$ cat config.mk
export PLATFORM = sky130hd
export DESIGN_NAME = xor_framed_packet_parser_top
export DESIGN_NICKNAME = d
export VERILOG_FILES = /design/src/rtl/core/xfpp_pkg.sv /design/src/rtl/core/xor_framed_packet_parser_top.sv
export SDC_FILE = /design/constraint.sdc
export NUM_CORES = 1
export LEC_CHECK = 0
export BUFFER_PORTS_ARGS = -buffer_cell sky130_fd_sc_hd__buf_2
export CORE_ASPECT_RATIO = 1.1
export CORE_UTILIZATION = 30
export DETAILED_ROUTE_END_ITERATION = 16
export REMOVE_ABC_BUFFERS = 1
export SLEW_MARGIN = 20
export SYNTH_ARGS = -nofsm -noshare
export SYNTH_HDL_FRONTEND = slang
export SYNTH_SLANG_ARGS = --single-unit
export TNS_END_PERCENT = 10
$ cat constraint.sdc
create_clock -name i_clk -period 3.89 [get_ports i_clk]
set_input_delay 0 -clock i_clk [delete_from_list [all_inputs] [get_ports i_clk]]
set_output_delay 0 -clock i_clk [all_outputs]
set_load 0.03 [all_outputs]
$ cat src/rtl/core/xfpp_pkg.sv
// shared constants for the header/id/length/xor-checksum frame parser
// store geometry, register indexes, phase and kind codes
// no dependencies
package xfpp_pkg;

    // frame store geometry
    localparam int STORE_DEPTH = 64;
    localparam int ADDR_W      = $clog2(STORE_DEPTH);
    localparam int FILL_W      = $clog2(STORE_DEPTH + 1);
    localparam int MAX_RUN     = 60;

    // configuration register indexes
    localparam logic [2:0] REG_HEADER = 3'd0;
    localparam logic [2:0] REG_MODE   = 3'd1;
    localparam logic [2:0] REG_IMU    = 3'd2;
    localparam logic [2:0] REG_AHRS   = 3'd3;
    localparam logic [2:0] REG_INS    = 3'd4;

    // parser phase codes
    localparam logic [1:0] PH_HEADER  = 2'd0;
    localparam logic [1:0] PH_ID      = 2'd1;
    localparam logic [1:0] PH_COLLECT = 2'd2;

    // packet kind codes
    localparam logic [1:0] KIND_IMU     = 2'd0;
    localparam logic [1:0] KIND_AHRS    = 2'd1;
    localparam logic [1:0] KIND_INS     = 2'd2;
    localparam logic [1:0] KIND_UNKNOWN = 2'd3;

endpackage

$ cat src/rtl/core/xor_framed_packet_parser_top.sv
// frame parser top level: byte input, frame store, sequencer and result output
// depends on xfpp_pkg
//
// operation: a byte that closes no frame passes through S_PROC and back to S_IDLE; a frame
//   check walks the store byte by byte, and a resync search and shift each walk it
//   too, all through the one store read port
// flow: one item at a time, input is taken only in S_IDLE; each result waits for m_axis_tready
// reset: i_rst_n synchronous active low, clears control state and counters and loads the
//   configuration defaults; the payload registers and the frame store are not cleared
module xor_framed_packet_parser_top (
    input  logic        i_clk,
    input  logic        i_rst_n,
    // configuration write port
    input  logic        i_cfg_wr_en,
    input  logic [2:0]  i_cfg_index,
    input  logic [7:0]  i_cfg_data,
    // input stream
    input  logic        s_axis_tvalid,
    output logic        s_axis_tready,
    input  logic [7:0]  s_axis_tdata,   // [7:0] in_byte
    // output stream
    output logic        m_axis_tvalid,
    input  logic        m_axis_tready,
    output logic [79:0] m_axis_tdata,   // [7:0] out_byte, [13:8] byte_index,
                                        // [45:14] valid_total, [77:46] error_total
    output logic [2:0]  m_axis_tuser,   // [1:0] packet_kind, [2] is_error
    output logic        m_axis_tlast
);

    localparam int FW = xfpp_pkg::FILL_W;
    localparam int AW = xfpp_pkg::ADDR_W;

    localparam logic [3:0] S_IDLE   = 4'd0;
    localparam logic [3:0] S_PROC   = 4'd1;
    localparam logic [3:0] S_RS_RD  = 4'd2;
    localparam logic [3:0] S_RS_CMP = 4'd3;
    localparam logic [3:0] S_SH_RD  = 4'd4;
    localparam logic [3:0] S_SH_WR  = 4'd5;
    localparam logic [3:0] S_RS_END = 4'd6;
    localparam logic [3:0] S_CK_RD  = 4'd7;
    localparam logic [3:0] S_CK_ACC = 4'd8;
    localparam logic [3:0] S_CK_END = 4'd9;
    localparam logic [3:0] S_EM_RD  = 4'd10;
    localparam logic [3:0] S_EM_LD  = 4'd11;
    localparam logic [3:0] S_EM_WT  = 4'd12;
    localparam logic [3:0] S_ER_WT  = 4'd13;
    localparam logic [3:0] S_RS_RET = 4'd14;

    // configuration registers
    logic [7:0] r_hdr;
    logic       r_il;
    logic [5:0] r_imu, r_ahrs, r_ins;

    // control and datapath registers
    logic [3:0]    r_state, n_state;
    logic [1:0]    r_phase, n_phase;
    logic [FW-1:0] r_fill, n_fill;
    logic [5:0]    r_exp, n_exp;
    logic [1:0]    r_kind, n_kind;
    logic [31:0]   r_good, n_good;
    logic [31:0]   r_bad, n_bad;
    logic [7:0]    r_byte, n_byte;
    logic [FW-1:0] r_idx, n_idx;
    logic [AW-1:0] r_pos, n_pos;
    logic [FW-1:0] r_keep, n_keep;
    logic [7:0]    r_id, n_id;
    logic [7:0]    r_xor, n_xor;
    logic          r_hok, n_hok;
    logic          r_ret, n_ret;
    logic [5:0]    r_n, n_n;
    logic [1:0]    r_start, n_start;

    // output registers
    logic          r_ovalid, n_ovalid;
    logic [7:0]    r_obyte, n_obyte;
    logic [1:0]    r_okind, n_okind;
    logic [5:0]    r_oidx, n_oidx;
    logic          r_oerr, n_oerr;
    logic          r_olast, n_olast;

    // frame store
    logic [7:0]    mem [xfpp_pkg::STORE_DEPTH];
    logic [7:0]    r_rdata;
    logic          w_we;
    logic [AW-1:0] w_waddr, w_raddr;
    logic [7:0]    w_wdata;

    logic [FW:0]   w_total;
    logic [FW:0]   w_fill_inc;
    logic [FW:0]   w_sum;
    logic [FW:0]   w_eaddr;
    logic [FW-1:0] w_shaddr;

    assign s_axis_tready = (r_state == S_IDLE);
    assign m_axis_tvalid = r_ovalid;
    assign m_axis_tdata  = {2'b00, r_bad, r_good, r_oidx, r_obyte};
    assign m_axis_tuser  = {r_oerr, r_okind};
    assign m_axis_tlast  = r_olast;

    // address arithmetic for the store walk
    assign w_fill_inc = {1'b0, r_fill} + (FW+1)'(1);
    assign w_total    = (FW+1)'(r_exp) + (r_il ? (FW+1)'(3) : (FW+1)'(2));
    assign w_sum      = (FW+1)'(r_start) + {1'b0, r_idx};
    assign w_eaddr    = (w_sum >= (FW+1)'(xfpp_pkg::STORE_DEPTH))
                        ? w_sum - (FW+1)'(xfpp_pkg::STORE_DEPTH) : w_sum;
    assign w_shaddr   = FW'(r_pos) + r_idx;

    // store read address selection
    always_comb begin
        case (r_state)
            S_SH_RD: w_raddr = w_shaddr[AW-1:0];
            S_EM_RD: w_raddr = w_eaddr[AW-1:0];
            default: w_raddr = r_idx[AW-1:0];
        endcase
    end

    // store write port
    always_comb begin
        w_we    = 1'b0;
        w_waddr = r_fill[AW-1:0];
        w_wdata = r_byte;
        if (r_state == S_PROC) begin
            if (r_phase == xfpp_pkg::PH_HEADER) begin
                w_we    = (r_byte == r_hdr);
                w_waddr = '0;
            end else begin
                w_we    = 1'b1;
            end
        end else if (r_state == S_SH_WR) begin
            w_we    = 1'b1;
            w_waddr = r_idx[AW-1:0];
            w_wdata = r_rdata;
        end
    end

    always_ff @(posedge i_clk) begin
        if (w_we) begin
            mem[w_waddr] <= w_wdata;
        end
        r_rdata <= mem[w_raddr];
    end

    // sequencer
    always_comb begin
        n_state  = r_state;
        n_phase  = r_phase;
        n_fill   = r_fill;
        n_exp    = r_exp;
        n_kind   = r_kind;
        n_good   = r_good;
        n_bad    = r_bad;
        n_byte   = r_byte;
        n_idx    = r_idx;
        n_pos    = r_pos;
        n_keep   = r_keep;
        n_id     = r_id;
        n_xor    = r_xor;
        n_hok    = r_hok;
        n_ret    = r_ret;
        n_n      = r_n;
        n_start  = r_start;
        n_ovalid = r_ovalid;
        n_obyte  = r_obyte;
        n_okind  = r_okind;
        n_oidx   = r_oidx;
        n_oerr   = r_oerr;
        n_olast  = r_olast;
        case (r_state)
            S_IDLE: begin
                if (s_axis_tvalid) begin
                    n_byte = s_axis_tdata;
                    if (r_fill >= FW'(xfpp_pkg::STORE_DEPTH)) begin
                        n_ret   = 1'b0;
                        n_idx   = FW'(1);
                        n_state = S_RS_RD;
                    end else begin
                        n_state = S_PROC;
                    end
                end
            end
            S_PROC: begin
                n_state = S_IDLE;
                if (r_phase == xfpp_pkg::PH_HEADER) begin
                    if (r_byte == r_hdr) begin
                        n_fill = FW'(1);
                        if (r_il) begin
                            n_phase = xfpp_pkg::PH_ID;
                        end else begin
                            n_exp   = r_imu;
                            n_phase = xfpp_pkg::PH_COLLECT;
                        end
                    end
                end else begin
                    n_fill = w_fill_inc[FW-1:0];
                    if (r_phase == xfpp_pkg::PH_ID) begin
                        case (r_byte)
                            8'd0: begin
                                n_exp = r_imu;  n_kind = xfpp_pkg::KIND_IMU;
                                n_phase = xfpp_pkg::PH_COLLECT;
                            end
                            8'd1: begin
                                n_exp = r_ahrs; n_kind = xfpp_pkg::KIND_AHRS;
                                n_phase = xfpp_pkg::PH_COLLECT;
                            end
                            8'd2: begin
                                n_exp = r_ins;  n_kind = xfpp_pkg::KIND_INS;
                                n_phase = xfpp_pkg::PH_COLLECT;
                            end
                            default: begin
                                n_bad   = r_bad + 32'd1;
                                n_ret   = 1'b1;
                                n_idx   = FW'(1);
                                n_state = S_RS_RD;
                            end
                        endcase
                    end else if (w_fill_inc >= w_total) begin
                        n_idx   = '0;
                        n_xor   = '0;
                        n_hok   = 1'b0;
                        n_state = S_CK_RD;
                    end
                end
            end
            // resync: search for a later header byte
            S_RS_RD: begin
                if (r_idx >= r_fill) begin
                    n_phase = xfpp_pkg::PH_HEADER;
                    n_fill  = '0;
                    n_exp   = '0;
                    n_kind  = xfpp_pkg::KIND_UNKNOWN;
                    n_state = S_RS_RET;
                end else begin
                    n_state = S_RS_CMP;
                end
            end
            S_RS_CMP: begin
                if (r_rdata == r_hdr) begin
                    n_pos   = r_idx[AW-1:0];
                    n_keep  = r_fill - r_idx;
                    n_idx   = '0;
                    n_state = S_SH_RD;
                end else begin
                    n_idx   = r_idx + FW'(1);
                    n_state = S_RS_RD;
                end
            end
            // resync: shift the tail down to the start of the store
            S_SH_RD: begin
                n_state = (r_idx == r_keep) ? S_RS_END : S_SH_WR;
            end
            S_SH_WR: begin
                if (r_idx == FW'(1)) begin
                    n_id = r_rdata;
                end
                n_idx   = r_idx + FW'(1);
                n_state = S_SH_RD;
            end
            S_RS_END: begin
                n_fill  = r_keep;
                n_state = S_RS_RET;
                if (r_il) begin
                    if (r_keep >= FW'(2)) begin
                        n_phase = xfpp_pkg::PH_COLLECT;
                        case (r_id)
                            8'd0: begin n_exp = r_imu;  n_kind = xfpp_pkg::KIND_IMU;  end
                            8'd1: begin n_exp = r_ahrs; n_kind = xfpp_pkg::KIND_AHRS; end
                            8'd2: begin n_exp = r_ins;  n_kind = xfpp_pkg::KIND_INS;  end
                            default: begin
                                n_phase = xfpp_pkg::PH_HEADER;
                                n_fill  = '0;
                                n_exp   = '0;
                                n_kind  = xfpp_pkg::KIND_UNKNOWN;
                            end
                        endcase
                    end else begin
                        n_phase = xfpp_pkg::PH_ID;
                    end
                end else begin
                    n_exp   = r_imu;
                    n_phase = xfpp_pkg::PH_COLLECT;
                end
            end
            // resync done: continue the byte or report the error
            S_RS_RET: begin
                if (r_ret) begin
                    n_obyte  = '0;
                    n_okind  = xfpp_pkg::KIND_IMU;
                    n_oidx   = '0;
                    n_oerr   = 1'b1;
                    n_olast  = 1'b1;
                    n_ovalid = 1'b1;
                    n_state  = S_ER_WT;
                end else begin
                    n_state  = S_PROC;
                end
            end
            // checksum walk over header and body
            S_CK_RD: begin
                n_state = (r_idx == r_fill - FW'(1)) ? S_CK_END : S_CK_ACC;
            end
            S_CK_ACC: begin
                if (r_idx == '0) begin
                    n_hok = (r_rdata == r_hdr);
                end else begin
                    n_xor = r_xor ^ r_rdata;
                end
                n_idx   = r_idx + FW'(1);
                n_state = S_CK_RD;
            end
            S_CK_END: begin
                if (r_hok && (r_xor == r_byte)) begin
                    n_good  = r_good + 32'd1;
                    n_start = r_il ? 2'd2 : 2'd1;
                    n_okind = r_il ? r_kind : xfpp_pkg::KIND_IMU;
                    n_n     = (r_exp > 6'(xfpp_pkg::MAX_RUN))
                              ? 6'(xfpp_pkg::MAX_RUN) : r_exp;
                    if (r_il && (r_kind == xfpp_pkg::KIND_UNKNOWN)) begin
                        n_n = '0;
                    end
                    n_oerr  = 1'b0;
                    n_idx   = '0;
                    n_phase = xfpp_pkg::PH_HEADER;
                    n_fill  = '0;
                    n_exp   = '0;
                    n_kind  = xfpp_pkg::KIND_UNKNOWN;
                    n_state = (n_n == '0) ? S_IDLE : S_EM_RD;
                end else begin
                    n_bad   = r_bad + 32'd1;
                    n_ret   = 1'b1;
                    n_idx   = FW'(1);
                    n_state = S_RS_RD;
                end
            end
            // payload emission, one store read per item
            S_EM_RD: begin
                n_state = S_EM_LD;
            end
            S_EM_LD: begin
                n_obyte  = r_rdata;
                n_oidx   = r_idx[5:0];
                n_olast  = (r_idx + FW'(1) == FW'(r_n));
                n_ovalid = 1'b1;
                n_state  = S_EM_WT;
            end
            S_EM_WT: begin
                if (m_axis_tready) begin
                    n_ovalid = 1'b0;
                    n_idx    = r_idx + FW'(1);
                    n_state  = r_olast ? S_IDLE : S_EM_RD;
                end
            end
            S_ER_WT: begin
                if (m_axis_tready) begin
                    n_ovalid = 1'b0;
                    n_state  = S_IDLE;
                end
            end
            default: begin
                n_state = S_IDLE;
            end
        endcase
    end

    // state registers
    always_ff @(posedge i_clk) begin
        if (!i_rst_n) begin
            r_state  <= S_IDLE;
            r_phase  <= xfpp_pkg::PH_HEADER;
            r_fill   <= '0;
            r_exp    <= '0;
            r_kind   <= xfpp_pkg::KIND_UNKNOWN;
            r_good   <= '0;
            r_bad    <= '0;
            r_ovalid <= 1'b0;
            r_ret    <= 1'b0;
        end else begin
            r_state  <= n_state;
            r_phase  <= n_phase;
            r_fill   <= n_fill;
            r_exp    <= n_exp;
            r_kind   <= n_kind;
            r_good   <= n_good;
            r_bad    <= n_bad;
            r_ovalid <= n_ovalid;
            r_ret    <= n_ret;
        end
    end

    // payload registers
    always_ff @(posedge i_clk) begin
        r_byte  <= n_byte;
        r_idx   <= n_idx;
        r_pos   <= n_pos;
        r_keep  <= n_keep;
        r_id    <= n_id;
        r_xor   <= n_xor;
        r_hok   <= n_hok;
        r_n     <= n_n;
        r_start <= n_start;
        r_obyte <= n_obyte;
        r_okind <= n_okind;
        r_oidx  <= n_oidx;
        r_oerr  <= n_oerr;
        r_olast <= n_olast;
    end

    // configuration registers
    always_ff @(posedge i_clk) begin
        if (!i_rst_n) begin
            r_hdr  <= 8'd0;
            r_il   <= 1'b1;
            r_imu  <= 6'd36;
            r_ahrs <= 6'd16;
            r_ins  <= 6'd50;
        end else if (i_cfg_wr_en) begin
            case (i_cfg_index)
                xfpp_pkg::REG_HEADER: r_hdr  <= i_cfg_data;
                xfpp_pkg::REG_MODE:   r_il   <= i_cfg_data[0];
                xfpp_pkg::REG_IMU:    r_imu  <= i_cfg_data[5:0];
                xfpp_pkg::REG_AHRS:   r_ahrs <= i_cfg_data[5:0];
                xfpp_pkg::REG_INS:    r_ins  <= i_cfg_data[5:0];
                default: ;
            endcase
        end
    end

    // checks
    a_fill_bound: assert property (@(posedge i_clk) disable iff (!i_rst_n)
        r_fill <= FW'(xfpp_pkg::STORE_DEPTH))
        else $error("fill count beyond store depth");

    a_no_overlap: assert property (@(posedge i_clk) disable iff (!i_rst_n)
        s_axis_tready |-> !m_axis_tvalid)
        else $error("input taken while a result is pending");

    a_err_item: assert property (@(posedge i_clk) disable iff (!i_rst_n)
        (m_axis_tvalid && m_axis_tuser[2]) |-> (m_axis_tlast && m_axis_tdata[7:0] == 8'd0))
        else $error("malformed error item");

    a_ovf_resync: assert property (@(posedge i_clk) disable iff (!i_rst_n)
        (s_axis_tvalid && s_axis_tready && r_fill == FW'(xfpp_pkg::STORE_DEPTH))
        |=> (r_state == S_RS_RD))
        else $error("full store not resynced before use");

endmodule
==> results.md <==
* Post-DRT Antenna Nets at 0
* Mux contribution to synthesized area at 0.0623
* Clk Latency, worst-skew pair at 630 ps
* Post-Route Hold Slack at 103 ps
* First-pass GRT wire length at 127000 um
* Standard-cell row count at 123
* Leak pwr at 12.7 nW
* Antenna violations before repair at 1
* Clock transition at the registers of the reported paths at 60 ps
* Crit path arrival time at 4360 ps
* Worst min-delay path class: input port to flip-flop
* Maximum number of pins on one net before global-route repair at 65
* Count of buffers inserted at the top-level ports at 107
* Number of enable-type register cells in the synthesized netlist at 583
* Die span in x at 309 um
* Crit path required time at 4420 ps
* Pre-CTS setup slack at 45.8 ps
* Max Root-Sink Buffers at 3
* TritonCTS sink count at 705
* Post-Layout Cell Count at 4112
* Compound-cell area share of the yosys netlist at 0.0831
* Instance count along the most critical hold path at 2
* Vias in the first global route at 20.1k
* Area of the mapped netlist at 31000 um^2
* Avg Inst Size Synth at 12.7 um^2
* Number of hold violations in the final report at 0
* Fillers at 9862
* Least setup slack across all paths after layout at 55.5 ps
* IO Pins at 110
* Result of the run: finished clean
* Post-route clock skew at 28.3 ps
* Count of vias placed by the detailed router at 20.8k
* Largest family of logic cells by synthesized area: simple AND/OR/NAND/NOR gates
* Library cell with the highest instance count after synthesis: sky130_fd_sc_hd__edfxtp_1
* Headroom to the max-slew limit at 0.365
* Die Ht at 339 um
* Average wire length per cell after detail routing at 20.6 um
* Post-synthesis cell type with the largest combined area: sky130_fd_sc_hd__edfxtp_1
* Most instantiated flip-flop cell in the synthesis netlist: sky130_fd_sc_hd__edfxtp_1
* Total Routed Length at 84900 um
* Post-synthesis sequential element count at 705
* Antenna diodes at 0
* Post-detailed-placement half-perimeter wirelength at 56700 um
* Total congestion overflow at 0
* DRC violations left at 0
* Post-Synth XOR/XNOR Area at 0.0339
* Mean number of vias per cell at 5.06
* Total GRT Usage at 0.159
* Final total power at 26.2 mW
* Worst Setup Path Type: flip-flop to flip-flop
* Area share of the largest cell type after synthesis at 0.564
* Area grow syn2layout at 18.2%
* Minimum period implied by the final worst setup slack at 3830 ps
* Final net count at 2737
* Largest fanout on the critical path at 18
* Count of final max-slew check failures at 0
* Area of the multi-input gates at 10300 um^2
* Worst reg-to-reg path cell count at 13
* Synthesis Warnings at 0
* Core area at 102000 um^2
* Max-capacitance violation count at 0
* Peak supply drop at 0.462 mV
* Number of buffers inserted during clock tree synthesis at 72
* Async SR Flop Fraction at 0
* Fmax at 261 MHz
* Critical Path Source Type: flip-flop
* Fraction of final layout cells sized beyond drive strength 1 at 0.156
* Area after DPL at 33900 um^2
* RePlAce Congestion at 0.906
* Setup repair after global routing missed its margin: true
* Adder-cell share of the synthesized area at 0.0140
* Number of design-rule violations left by the first detailed-router iteration at 2146
* Flop-to-flop setup slack at 60 ps
* Cell area after layout at 36700 um^2
* Most frequent cells after synthesis: sky130_fd_sc_hd__edfxtp_1, sky130_fd_sc_hd__nand2_1, sky130_fd_sc_hd__nor2_1
* Final design utilization at 0.358
* Critical path capture point type: flip-flop
* Total die area at 105000 um^2
* Cells taking the most area after synthesis: sky130_fd_sc_hd__edfxtp_1, sky130_fd_sc_hd__dfxtp_1, sky130_fd_sc_hd__nand2_1, sky130_fd_sc_hd__mux2i_1, sky130_fd_sc_hd__nand3_1
* CTS root buffer: sky130_fd_sc_hd__clkbuf_16
* Setup violations, final at 0
* Gate Count Post-Synth at 2449
* Level count of the clock H-tree at 3
* Cell variety after synth at 81
* Post-synthesis simple-gate area fraction at 0.137
* Drt first pass iters at 5
* Starting density of the core at 0.303
* Sequential standard cell area at 19900 um^2
* Sequential element share of the synthesized area at 0.643
* Post-Route Setup TNS at 0 ps
* P per Cell Area at 716 nW/um^2
* Placed Cells at 3946
* Post-CTS setup buffer count at 0
* TritonCTS clock tree: yes
* Worst-Margin Slew at 953 ps
* Post-route clock period utilization at 0.986
==> power by group <==
group	total (mW)	switching [mW]	internal, mW
Clock	7.05	2.94	4.11
Combinational	9.79	6.33	3.46
Sequential	9.39	0.334	9.06
==> cell type report <==
cell class	count	share of cell area
timing repair buffer	293	0.0589
multi-input combinational	1571	0.281
clock buffer	93	0.0533
inverter	37	0.00379
clock inverter	38	0.0119
tap	1375	0.0469
sequential	705	0.544
==> critical path: stages, from the launching register on <==
cell and delay [ps]:
sky130_fd_sc_hd__edfxtp_1 400, sky130_fd_sc_hd__buf_4 220, sky130_fd_sc_hd__ha_1 240, sky130_fd_sc_hd__fa_1 500
sky130_fd_sc_hd__nor4bb_1 210, sky130_fd_sc_hd__o21ai_1 100, sky130_fd_sc_hd__buf_4 200, sky130_fd_sc_hd__and2_4 240
sky130_fd_sc_hd__buf_4 200, sky130_fd_sc_hd__a211oi_1 470, sky130_fd_sc_hd__a311oi_1 110, sky130_fd_sc_hd__nor3b_1 400
sky130_fd_sc_hd__a31oi_1 180, sky130_fd_sc_hd__and4b_1 250
==> flip-flops by register name (all words and copies together), names as in the netlist, 8 cells and up <==
register  cells
r_xor         8
r_rdata       8
r_id          8
r_byte        8
mem         512
r_obyte       8
r_hdr         8
r_good       32
r_bad        32
==> final timing paths <==
| check | start | end |
|---|---|---|
| worst max-delay path | r_idx[0] | r_rdata[0] |
| worst min-delay path | s_axis_tdata[2] | r_byte[2] |
| worst min register to register | r_ins[2] | r_ins[2] |
| worst max register to register | r_idx[0] | r_rdata[0] |
==> what timing repair did <==
item | in CTS | in global routing
hold buffers | 35 | 0
endpoints found under the hold margin | 49 | 0
gates resized for setup | 0 | 5
endpoints found under the setup margin | 0 | 5
==> cells in the final DEF, fill, tap and decap left out, types with 75 or more instances in the layout <==
cell                        count
sky130_fd_sc_hd__edfxtp_1     583
sky130_fd_sc_hd__nand2_1      325
sky130_fd_sc_hd__nor2_1       188
sky130_fd_sc_hd__nand3_1      154
sky130_fd_sc_hd__buf_4        139
sky130_fd_sc_hd__dfxtp_1      122
sky130_fd_sc_hd__buf_2        107
sky130_fd_sc_hd__a21oi_1      103
sky130_fd_sc_hd__mux2i_1       82
sky130_fd_sc_hd__clkbuf_16     75
==> cell families (layout without fill, tap and decap cells) <==
logic type,after synthesis,after routing
flip-flops,705,705
other,1,2
buffers and inverters,174,461
adder cells (fa/ha/maj),33,33
AND/OR/NAND/NOR,895,895
AO/OA/AOI/OAI,385,385
multiplexers,136,136
XOR/XNOR,120,120
==> routing by layer <==
metal  vias to the layer above  wire length [um]  GRT usage
met2                       703             40800      0.264
met5                         -                 0          0
met4                         0              2310     0.0475
li1                       9629                 -          -
met1                     10400             36600      0.212
met3                       128              5100     0.0264
Note: power is estimated with default switching activity, not from simulation.
